`config.mk`:
```
export PLATFORM = sky130hd
export DESIGN_NAME = sme_queue
export DESIGN_NICKNAME = d
export VERILOG_FILES = /design/src/sv/stack_machine_execute_unit_defines.svh /design/src/sv/sme_pkg.sv /design/src/sv/sme_queue.sv
export SDC_FILE = /design/constraint.sdc
export NUM_CORES = 1
export LEC_CHECK = 0
export ABC_AREA = 1
export BUFFER_PORTS_ARGS = -buffer_cell sky130_fd_sc_hd__buf_4
export CAP_MARGIN = 5
export CORE_UTILIZATION = 45
export CTS_BUF_LIST = sky130_fd_sc_hd__clkbuf_4 sky130_fd_sc_hd__clkbuf_8 sky130_fd_sc_hd__clkbuf_16
export CTS_CLUSTER_DIAMETER = 200
export DETAILED_ROUTE_END_ITERATION = 16
export PLACE_DENSITY = 0.83
export SKIP_CTS_REPAIR_TIMING = 1
export SYNTH_ARGS = -nofsm -noshare
export SYNTH_HDL_FRONTEND = slang
export SYNTH_SLANG_ARGS = --single-unit
```
`constraint.sdc`:
```
create_clock -name i_clk -period 2.6 [get_ports i_clk]
set_input_delay 0.26 -clock i_clk [delete_from_list [all_inputs] [get_ports i_clk]]
set_output_delay 0.26 -clock i_clk [all_outputs]
set_load 0.02 [all_outputs]
```
`src/sv/stack_machine_execute_unit_defines.svh`:
```
// Assertion macros for the stack machine execute unit.
`ifndef STACK_MACHINE_EXECUTE_UNIT_DEFINES_SVH
`define STACK_MACHINE_EXECUTE_UNIT_DEFINES_SVH
`ifndef ASSERT_OFF
`define SME_ASSERT(lbl, prop, msg) \
    lbl: assert property (@(posedge i_clk) disable iff (!i_rst_n) prop) else $error(msg);
`define SME_ASSERT_ALWAYS(lbl, prop, msg) \
    lbl: assert property (@(posedge i_clk) prop) else $error(msg);
`else
`define SME_ASSERT(lbl, prop, msg)
`define SME_ASSERT_ALWAYS(lbl, prop, msg)
`endif
`endif

```
`src/sv/sme_pkg.sv`:
```
// Shared constants, codes and types of the stack machine execute unit.
`default_nettype none
package sme_pkg;
    localparam int STACK_DEPTH = 1024;
    localparam int DEPTH_W     = $clog2(STACK_DEPTH + 1);
    localparam int ADDR_W      = $clog2(STACK_DEPTH);
    localparam int DATA_W      = 32;
    localparam int MODE_W      = 4;
    localparam int STATUS_W    = 2;
    localparam int QUEUE_DEPTH = 2;
    localparam int QPTR_W      = $clog2(QUEUE_DEPTH);
    localparam int QCNT_W      = $clog2(QUEUE_DEPTH + 1);

    typedef enum logic [MODE_W-1:0] {
        OP_PUSH = 4'd0,
        OP_ADD  = 4'd1,
        OP_SUB  = 4'd2,
        OP_MUL  = 4'd3,
        OP_DIV  = 4'd4,
        OP_LT   = 4'd5,
        OP_LE   = 4'd6,
        OP_EQ   = 4'd7,
        OP_DUP  = 4'd8,
        OP_DROP = 4'd9,
        OP_SWAP = 4'd10,
        OP_NOP  = 4'd11
    } t_op_e;

    typedef enum logic [STATUS_W-1:0] {
        ST_OK        = 2'd0,
        ST_UNDERFLOW = 2'd1,
        ST_OVERFLOW  = 2'd2,
        ST_DIV_ZERO  = 2'd3
    } t_status_e;

    typedef struct packed {
        t_op_e             op;
        logic              needs_two;
        logic              needs_one;
        logic              grows;
        logic [DATA_W-1:0] imm;
    } t_cmd_s;
endpackage
`default_nettype wire

```
`src/sv/sme_queue.sv`:
```
// Short command queue between front end and back end.
`default_nettype none
module sme_queue import sme_pkg::*; (
    input  logic   i_clk,
    input  logic   i_rst_n,
    input  logic   i_wr_valid,
    output logic   o_wr_ready,
    input  t_cmd_s i_wr_data,
    output logic   o_rd_valid,
    input  logic   i_rd_ready,
    output t_cmd_s o_rd_data
);
    t_cmd_s            r_mem [QUEUE_DEPTH];
    logic [QPTR_W-1:0] r_wr_ptr;
    logic [QPTR_W-1:0] r_rd_ptr;
    logic [QCNT_W-1:0] r_count;
    logic              wr_en;
    logic              rd_en;

    assign o_wr_ready = (r_count != QCNT_W'(QUEUE_DEPTH));
    assign o_rd_valid = (r_count != '0);
    assign o_rd_data  = r_mem[r_rd_ptr];
    assign wr_en      = i_wr_valid && o_wr_ready;
    assign rd_en      = o_rd_valid && i_rd_ready;

    always_ff @(posedge i_clk) begin
        if (wr_en) begin
            r_mem[r_wr_ptr] <= i_wr_data;
        end
    end

    always_ff @(posedge i_clk) begin
        if (!i_rst_n) begin
            r_wr_ptr <= '0;
            r_rd_ptr <= '0;
            r_count  <= '0;
        end else begin
            if (wr_en) begin
                r_wr_ptr <= (r_wr_ptr == QPTR_W'(QUEUE_DEPTH - 1)) ? '0 : r_wr_ptr + 1'b1;
            end
            if (rd_en) begin
                r_rd_ptr <= (r_rd_ptr == QPTR_W'(QUEUE_DEPTH - 1)) ? '0 : r_rd_ptr + 1'b1;
            end
            if (wr_en && !rd_en) begin
                r_count <= r_count + 1'b1;
            end else if (rd_en && !wr_en) begin
                r_count <= r_count - 1'b1;
            end
        end
    end
endmodule
`default_nettype wire

```
# After elaboration in Yosys (flattened, before gate mapping)
# Memories as Yosys holds them, arrays and structs flattened. A register that Yosys moved wholly into a read port is not among the register bits.
# Cells that the tools add are included.
classes:
  reduce_logical: 8
  addsub: 4
  mux: 8
  n_eq_ne: 1
op_table:
  columns: ["cell", "n"]
  rows:
  - ["1-bit two-way mux", 6]
  - ["1-bit logical AND", 4]
  - ["2-bit two-way mux", 2]
  - ["2-bit nonzero test", 2]
  - ["1-bit adder, second input constant", 2]
  - ["2-bit by 1-bit adder with 2-bit output, second input constant", 1]
  - ["1-bit zero test", 2]
  - ["2-bit inequality test, second input constant", 1]
  - ["2-bit by 1-bit subtractor with 2-bit output, second input constant", 1]
totals:
  elab_cells: 25
  memories: 1
  output_inout_bits: 41
  input_bits: 43
  ramBits: 78
  ff_bits: 4
memory_table:
  columns: ["memory", "depth", "word_bits", "rd", "rd_clocked_by_memory_dff", "wr", "line", "source"]
  rows:
  - ["r_mem", 2, 39, 1, 1, 1, "sme_queue.sv:13", "t_cmd_s r_mem [QUEUE_DEPTH];"]

# Depth between registers and ports, before layout
# Gate-level depths: netlist of run 1.
depth:
  word_depth: 6
  depth_mapped: 11
  ltp_nobuf: 11

# Worst setup path before layout of run 1
# No wires, ideal clock.
synth_timing:
  kind: "reg-to-reg"
  startpoint: "reg r_count[0]"
  endpoint: "mem r_mem[0][0] in the netlist's numbering (enable)"
  path_buffers: 0
  setup_ps: 435
  period_less_slack_ps: 2806
  stages_incl_launch_ff: 5
  setup_slack_ps: -206
  arrival_time_ps: 2371
  t_required_ps: 2165
  cell_sequence: "dfxtp_1 inv_1 nand2_1 nand2_1 nor2_1"
synth_via:
  elab_chain_cells: 4
synth_rtl:
  columns: ["element", "line", "source"]
  rows:
  - ["start: declaration", "sme_queue.sv:16", "logic [QCNT_W-1:0] r_count;"]
  - ["start signal: assignment", "sme_queue.sv:45", "r_count <= r_count + 1'b1;"]
  - ["start signal: assignment", "sme_queue.sv:47", "r_count <= r_count - 1'b1;"]
  - ["2-bit inequality test", "sme_queue.sv:20", "assign o_wr_ready = (r_count != QCNT_W'(QUEUE_DEPTH));"]
  - ["net o_wr_ready", "sme_queue.sv:7", "output logic o_wr_ready,"]
  - ["1-bit logical AND", "sme_queue.sv:23", "assign wr_en = i_wr_valid && o_wr_ready;"]
  - ["1-bit two-way mux", "sme_queue.sv:27", "if (wr_en) begin"]
  - ["1-bit two-way mux (not written as such)", "sme_queue.sv:28", "r_mem[r_wr_ptr] <= i_wr_data;"]
  - ["end: declaration", "sme_queue.sv:13", null]
# The timed path passes the listed nets, and every way through them passes these cells.

==> results of run 1 <==
-- report_power, final --
| part | internal [uW] | leakage (uW) | switching, uW |
|---|---|---|---|
| Combinational | 553 | 0.000692 | 604 |
| Clock | 544 | 0.000105 | 412 |
| Sequential | 1690 | 0.000769 | 87.7 |
| Total | 2790 | 0.00157 | 1100 |
-- routing by layer --
| layer | wire [um] | vias up | track usage [%] |
|---|---|---|---|
| met3 | 305 | 4 | 4.28 |
| met1 | 2090 | 807 | 16.2 |
| li1 | - | 786 | - |
| met4 | 45 | 0 | 7.40 |
| met2 | 2710 | 51 | 25.4 |
| met5 | 0 | - | 0 |
-- state kept, by name (all words and copies together), names as in the netlist, named ones only --
register	flops
r_wr_ptr	1
r_rd_ptr	1
r_count	2
r_mem	78
-- cell usage after synthesis (all sizes together) --
cell / number / area, um^2
o21ai: 2 / 10.0
nand4: 1 / 6.26
inv: 8 / 30.0
a21oi: 1 / 5.00
dfxtp: 5 / 100
ha: 1 / 12.5
nand2: 9 / 33.8
nand3: 1 / 5.00
nor2: 8 / 30.0
mux2: 39 / 477
buf: 4 / 41.3
edfxtp: 78 / 2340
o21a: 1 / 7.51
-- cells in the final DEF, fill, tap and decap left out, drive strengths merged --
master	count
nor2	8
inv	8
buf	86
o21ai	2
nand4	1
nand3	1
edfxtp	78
mux2	39
o21a	1
clkbuf	10
clkinvlp	1
bufinv	2
ha	1
nand2	9
dfxtp	5
clkinv	3
a21oi	1
-- final cells by class --
class	instances	area, um^2	share of cell area (%)
multi-input cells	63	602	14.8
flip-flops and latches	83	2440	60.1
well taps	77	96.3	2.37
clock inverters	6	80.1	1.97
inverters	8	30.0	0.738
clock buffers	10	131	3.23
repair buffers	86	683	16.8
-- critical path: stages, from the launching register on --
cell     delay (ps)
dfxtp_2         660
buf_12          250
mux2_2          360
buf_4           160
-- cell families after synthesis --
group	synth area share [%]
multiplexers	15.4
AO/OA/AOI/OAI	0.726
flip-flops	78.8
AND/OR/NAND/NOR	2.42
adder cells (fa/ha/maj)	0.403
buffers and inverters	2.30
-- stage by stage --
stage | instances | worst slack, ps
5_1_grt | 333 | 481
3_5_place_dp | 317 | 844
6_report | 333 | 570
3_3_place_gp | 317 | 883
2_1_floorplan | 158 | -206
4_1_cts | 333 | 522
-- worst paths after layout --
kind,slack (ps),cells after the start,endpoint,startpoint
hold / removal,100,1,r_mem[0][7],i_wr_data[7]
setup / recovery,570,3,o_rd_data[0],register
hold reg to reg,520,2,r_rd_ptr,r_rd_ptr
setup reg to reg,860,5,r_mem[0][24],r_count[0]
==> run_results.csv, run 1 <==
group,metric,value,unit
finish,final_nets,295,
placement,post-dp-hpwl,3550,um
critical_path,crit_required,2340,ps
logic_synthesis,yosysUniqueCellTypes,16,
global_routing,globalRouteTotalUtil,14.6,%
global_routing,gr-total-overflow,0,
floorplan,die-area,7230,um^2
global_routing,grt_pass1_wl,7710,um
sta,hold_violations,0,
worst_hold_path,holdCritPathClass,"in -> reg",
clock_network,cts.clk_slew.worst_paths,80,ps
critical_path,cp.arrival,1770,ps
power_and_ir_drop,p_total,3890,uW
clock_network,h-tree-depth,3,
clock_network,cts-root-buf,"clkbuf_8",
placement,place.gp.congestion,0.684,
detailed_routing,viasPerCell,4.95,
power_and_ir_drop,power_density,957,nW/um^2
power_and_ir_drop,p_leak,0.00157,uW
detailed_routing,drt-wirelength-per-cell,15.5,um
floorplan,fp-row-count,29,
sta,setup-violations-final,0,
clock_network,cts_sinks,83,
finish,drive_above_1_share,55.5,%
clock_network,clock_latency,340,ps
sta,timing.setup.tns,0,ps
global_routing,antenna_found_initial,0,
critical_path,startpoint_type,"register",
outcome,status,"finished clean",
logic_synthesis,synthesis.nets,202,
sta,tightestPinTransition,531,ps
sta,relSlewSlack,64.5,%
finish,fin_util,62.6,%
sta,drv_slew,0,
global_routing,grt_pass1_vias,1704,
detailed_routing,vias,1648,
finish,fillers,481,
floorplan,die_x,85.0,um
sta,post-route-min-period,2030,ps
logic_synthesis,ys_warn_count,0,
floorplan,ioPinCount,84,
sta,finalCritPeriodShare,78.1,%
logic_synthesis,synthCells,158,
run,maxCapViolations,0,
detailed_routing,first_pass_iters,4,
clock_network,tritoncts,"done",
power_and_ir_drop,max-vdd-ir-drop,0.632,mV
floorplan,die_h,85.0,um
placement,dpl-instance-area,3850,um^2
critical_path,end_kind,"primary output",
finish,final_area,4070,um^2
detailed_routing,drt_iter0_drc,102,
global_routing,grt_max_degree,25,
floorplan,core,6490,um^2
logic_synthesis,yosys_register_bits,83,
detailed_routing,drc,0,
detailed_routing,drt_wl_total,5160,um
sta,timing.fmax,493,MHz
finish,diodes,0,
clock_network,cts_made_buffers,9,
placement,numPortBuffers,83,
finish,area_growth,31.2,%
critical_path,path_max_fanout,21,
logic_synthesis,avgSynthCellArea,19.6,um^2
critical_path,worstSetupPathType,"reg -> out",
sta,hold_ws,103,ps
floorplan,start_util,47.7,%
clock_network,clock_path_buffers,2,
detailed_routing,ant_nets,0,
sta,clock-skew-final,9.01,ps
sta,rsz0062_at_grt,"no",
logic_synthesis,seq_area_frac_synth,78.8,%
logic_synthesis,synth_area,3100,um^2
Note: power is estimated with default switching activity, not from simulation.
==> run 2, diff against run 1 <==
--- a/config.mk
+++ b/config.mk
@@ -12,7 +12,7 @@
 export CTS_BUF_LIST = sky130_fd_sc_hd__clkbuf_4 sky130_fd_sc_hd__clkbuf_8 sky130_fd_sc_hd__clkbuf_16
 export CTS_CLUSTER_DIAMETER = 200
 export DETAILED_ROUTE_END_ITERATION = 16
-export PLACE_DENSITY = 0.83
+export PLACE_DENSITY = 0.8
 export SKIP_CTS_REPAIR_TIMING = 1
 export SYNTH_ARGS = -nofsm -noshare
 export SYNTH_HDL_FRONTEND = slang
==> constraint.sdc (replaced) <==
create_clock -name i_clk -period 1.97 [get_ports i_clk]
set_input_delay 0.197 -clock i_clk [delete_from_list [all_inputs] [get_ports i_clk]]
set_output_delay 0.197 -clock i_clk [all_outputs]
set_load 0.02 [all_outputs]
==> run_results.csv, run 2 (synthesis results as in run 1) <==
group,metric,value,unit
clock_network,clock_latency,340,ps
critical_path,r2r_start,"r_count[0]",
power_and_ir_drop,max-vdd-ir-drop,1.03,mV
floorplan,core,6490,um^2
placement,numPortBuffers,83,
detailed_routing,first_pass_iters,4,
sta,rsz0062_at_grt,"no",
detailed_routing,drt-wirelength-per-cell,15.4,um
detailed_routing,viasPerCell,4.83,
clock_network,cts_made_buffers,9,
sta,tightestPinTransition,388,ps
power_and_ir_drop,p_comb_share,28.7,%
sta,timing.fmax,539,MHz
sta,hold_ws,36.9,ps
sta,clock-skew-final,8.57,ps
sta,finalCritPeriodShare,94.3,%
sta,relSlewSlack,74.1,%
global_routing,grt_max_degree,28,
placement,post-dp-hpwl,3550,um
detailed_routing,ant_nets,0,
power_and_ir_drop,p_sw,1490,uW
clock_network,tritoncts,"done",
placement,dpl-instance-area,3860,um^2
critical_path,cp.arrival,1660,ps
critical_path,startpoint_type,"register",
global_routing,gr-total-overflow,0,
detailed_routing,drt_wl_total,5190,um
finish,drive_above_1_share,56.9,%
floorplan,die-area,7230,um^2
global_routing,grt_pass1_vias,1720,
clock_network,cts-root-buf,"clkbuf_8",
critical_path,critPathCapture,"o_rd_data[31]",
power_and_ir_drop,power_density,1300,nW/um^2
floorplan,fp-row-count,29,
power_and_ir_drop,intPower,3840,uW
global_routing,globalRouteTotalUtil,15.4,%
finish,top_register,"r_mem",
sta,hold_violations,0,
finish,largest_reg_flops,78,
floorplan,start_util,47.7,%
critical_path,rr_endpoint,"r_count[1]",
finish,top_regs,"r_mem x78, r_count x2",
power_and_ir_drop,power_frac_seq,43.9,%
finish,fin_util,63.3,%
floorplan,die_x,85.0,um
floorplan,ioPinCount,84,
finish,final_common_cell,"buf_4",
critical_path,r2r_cells,10,
critical_path,end_kind,"primary output",
clock_network,cts_sinks,83,
finish,final_nets,299,
detailed_routing,vias,1627,
clock_network,h-tree-depth,3,
placement,place.gp.congestion,0.755,
critical_path,path_max_fanout,16,
sta,setup-violations-final,0,
worst_hold_path,holdCritPathClass,"in -> reg",
power_and_ir_drop,p_sw_share,27.9,%
power_and_ir_drop,p_leak,0.00159,uW
outcome,status,"finished clean",
finish,final_area,4110,um^2
global_routing,grt_pass1_wl,8180,um
detailed_routing,drc,0,
floorplan,die_h,85.0,um
critical_path,rrSetupSlack,380,ps
critical_path,worstSetupPathType,"reg -> out",
power_and_ir_drop,clkPwrFrac,27.3,%
clock_network,cts.clk_slew.worst_paths,80,ps
finish,layout_common_cells,"89 x buf_4, 78 x edfxtp_1, 29 x mux2_2",
detailed_routing,drt_iter0_drc,74,
clock_network,clock_path_buffers,2,
run,maxCapViolations,0,
finish,diodes,0,
critical_path,crit_required,1770,ps
global_routing,antenna_found_initial,0,
sta,drv_slew,0,
sta,post-route-min-period,1860,ps
finish,area_growth,32.6,%
-- run 2: cell count changes in the layout (fill, tap and decap cells not counted), sizes merged --
cell,delta
buf,+4
bufinv,+1
clkinv,-3
clkinvlp,+2
-- run 2: layout make-up --
| class | instances | area [um^2] |
|---|---|---|
| clock buffers | 10 | 138 |
| clock inverters | 6 | 113 |
| fillers | 485 | 2380 |
| inverters | 8 | 30.0 |
| multi-input cells | 63 | 602 |
| flip-flops and latches | 83 | 2440 |
| well taps | 77 | 96.3 |
| repair buffers | 90 | 688 |
-- run 2: power by group through the flow --
stage | Combinational [uW] | Sequential (uW) | Clock (uW)
CTS | 1550 | 2340 | 1490
global route | 1630 | 2360 | 1570
detailed placement | 1540 | 2380 | 0
finish | 1530 | 2340 | 1450
global placement | 1520 | 2370 | 0
floorplan | 991 | 2330 | 0
-- run 2: worst max-delay path: stages, from the launching register on --
cell and delay, ps:
dfxtp_2 580, buf_12 220, mux2_2 360, buf_4 160
-- run 2: worst min-delay path by stage --
stage | start | endpoint | slack [ps] | depth (start not counted)
CTS | i_wr_data[5] | r_mem[0][5] | 20 | 1
detailed placement | i_wr_data[5] | r_mem[0][5] | 380 | 1
global route | i_wr_data[5] | r_mem[0][5] | 10 | 1
floorplan | i_wr_data[0] | r_mem[0][0] | 300 | 0
global placement | i_wr_data[5] | r_mem[0][5] | 380 | 1
finish | i_wr_data[20] | r_mem[0][20] | 40 | 1
-- run 2: metal layers --
layer  track usage (%)  vias to the layer above  share of wire [%]
met2              25.8                       54                 51
met3              3.70                        8                5.1
met4              8.32                        0                1.5
met1              18.6                      775                 42
li1                  -                      790                  -
met5                 0                        -                  0
-- run 2: metrics by stage --
stage	setup slack, ps	setup TNS [ps]	instances	power, uW
after global routing	25.9	0	337	5560
final	113	0	337	5320
after global placement	452	0	321	3890
after floorplan	-210	-16350	158	3320
after detailed placement	407	0	321	3930
after CTS	80.1	0	337	5380
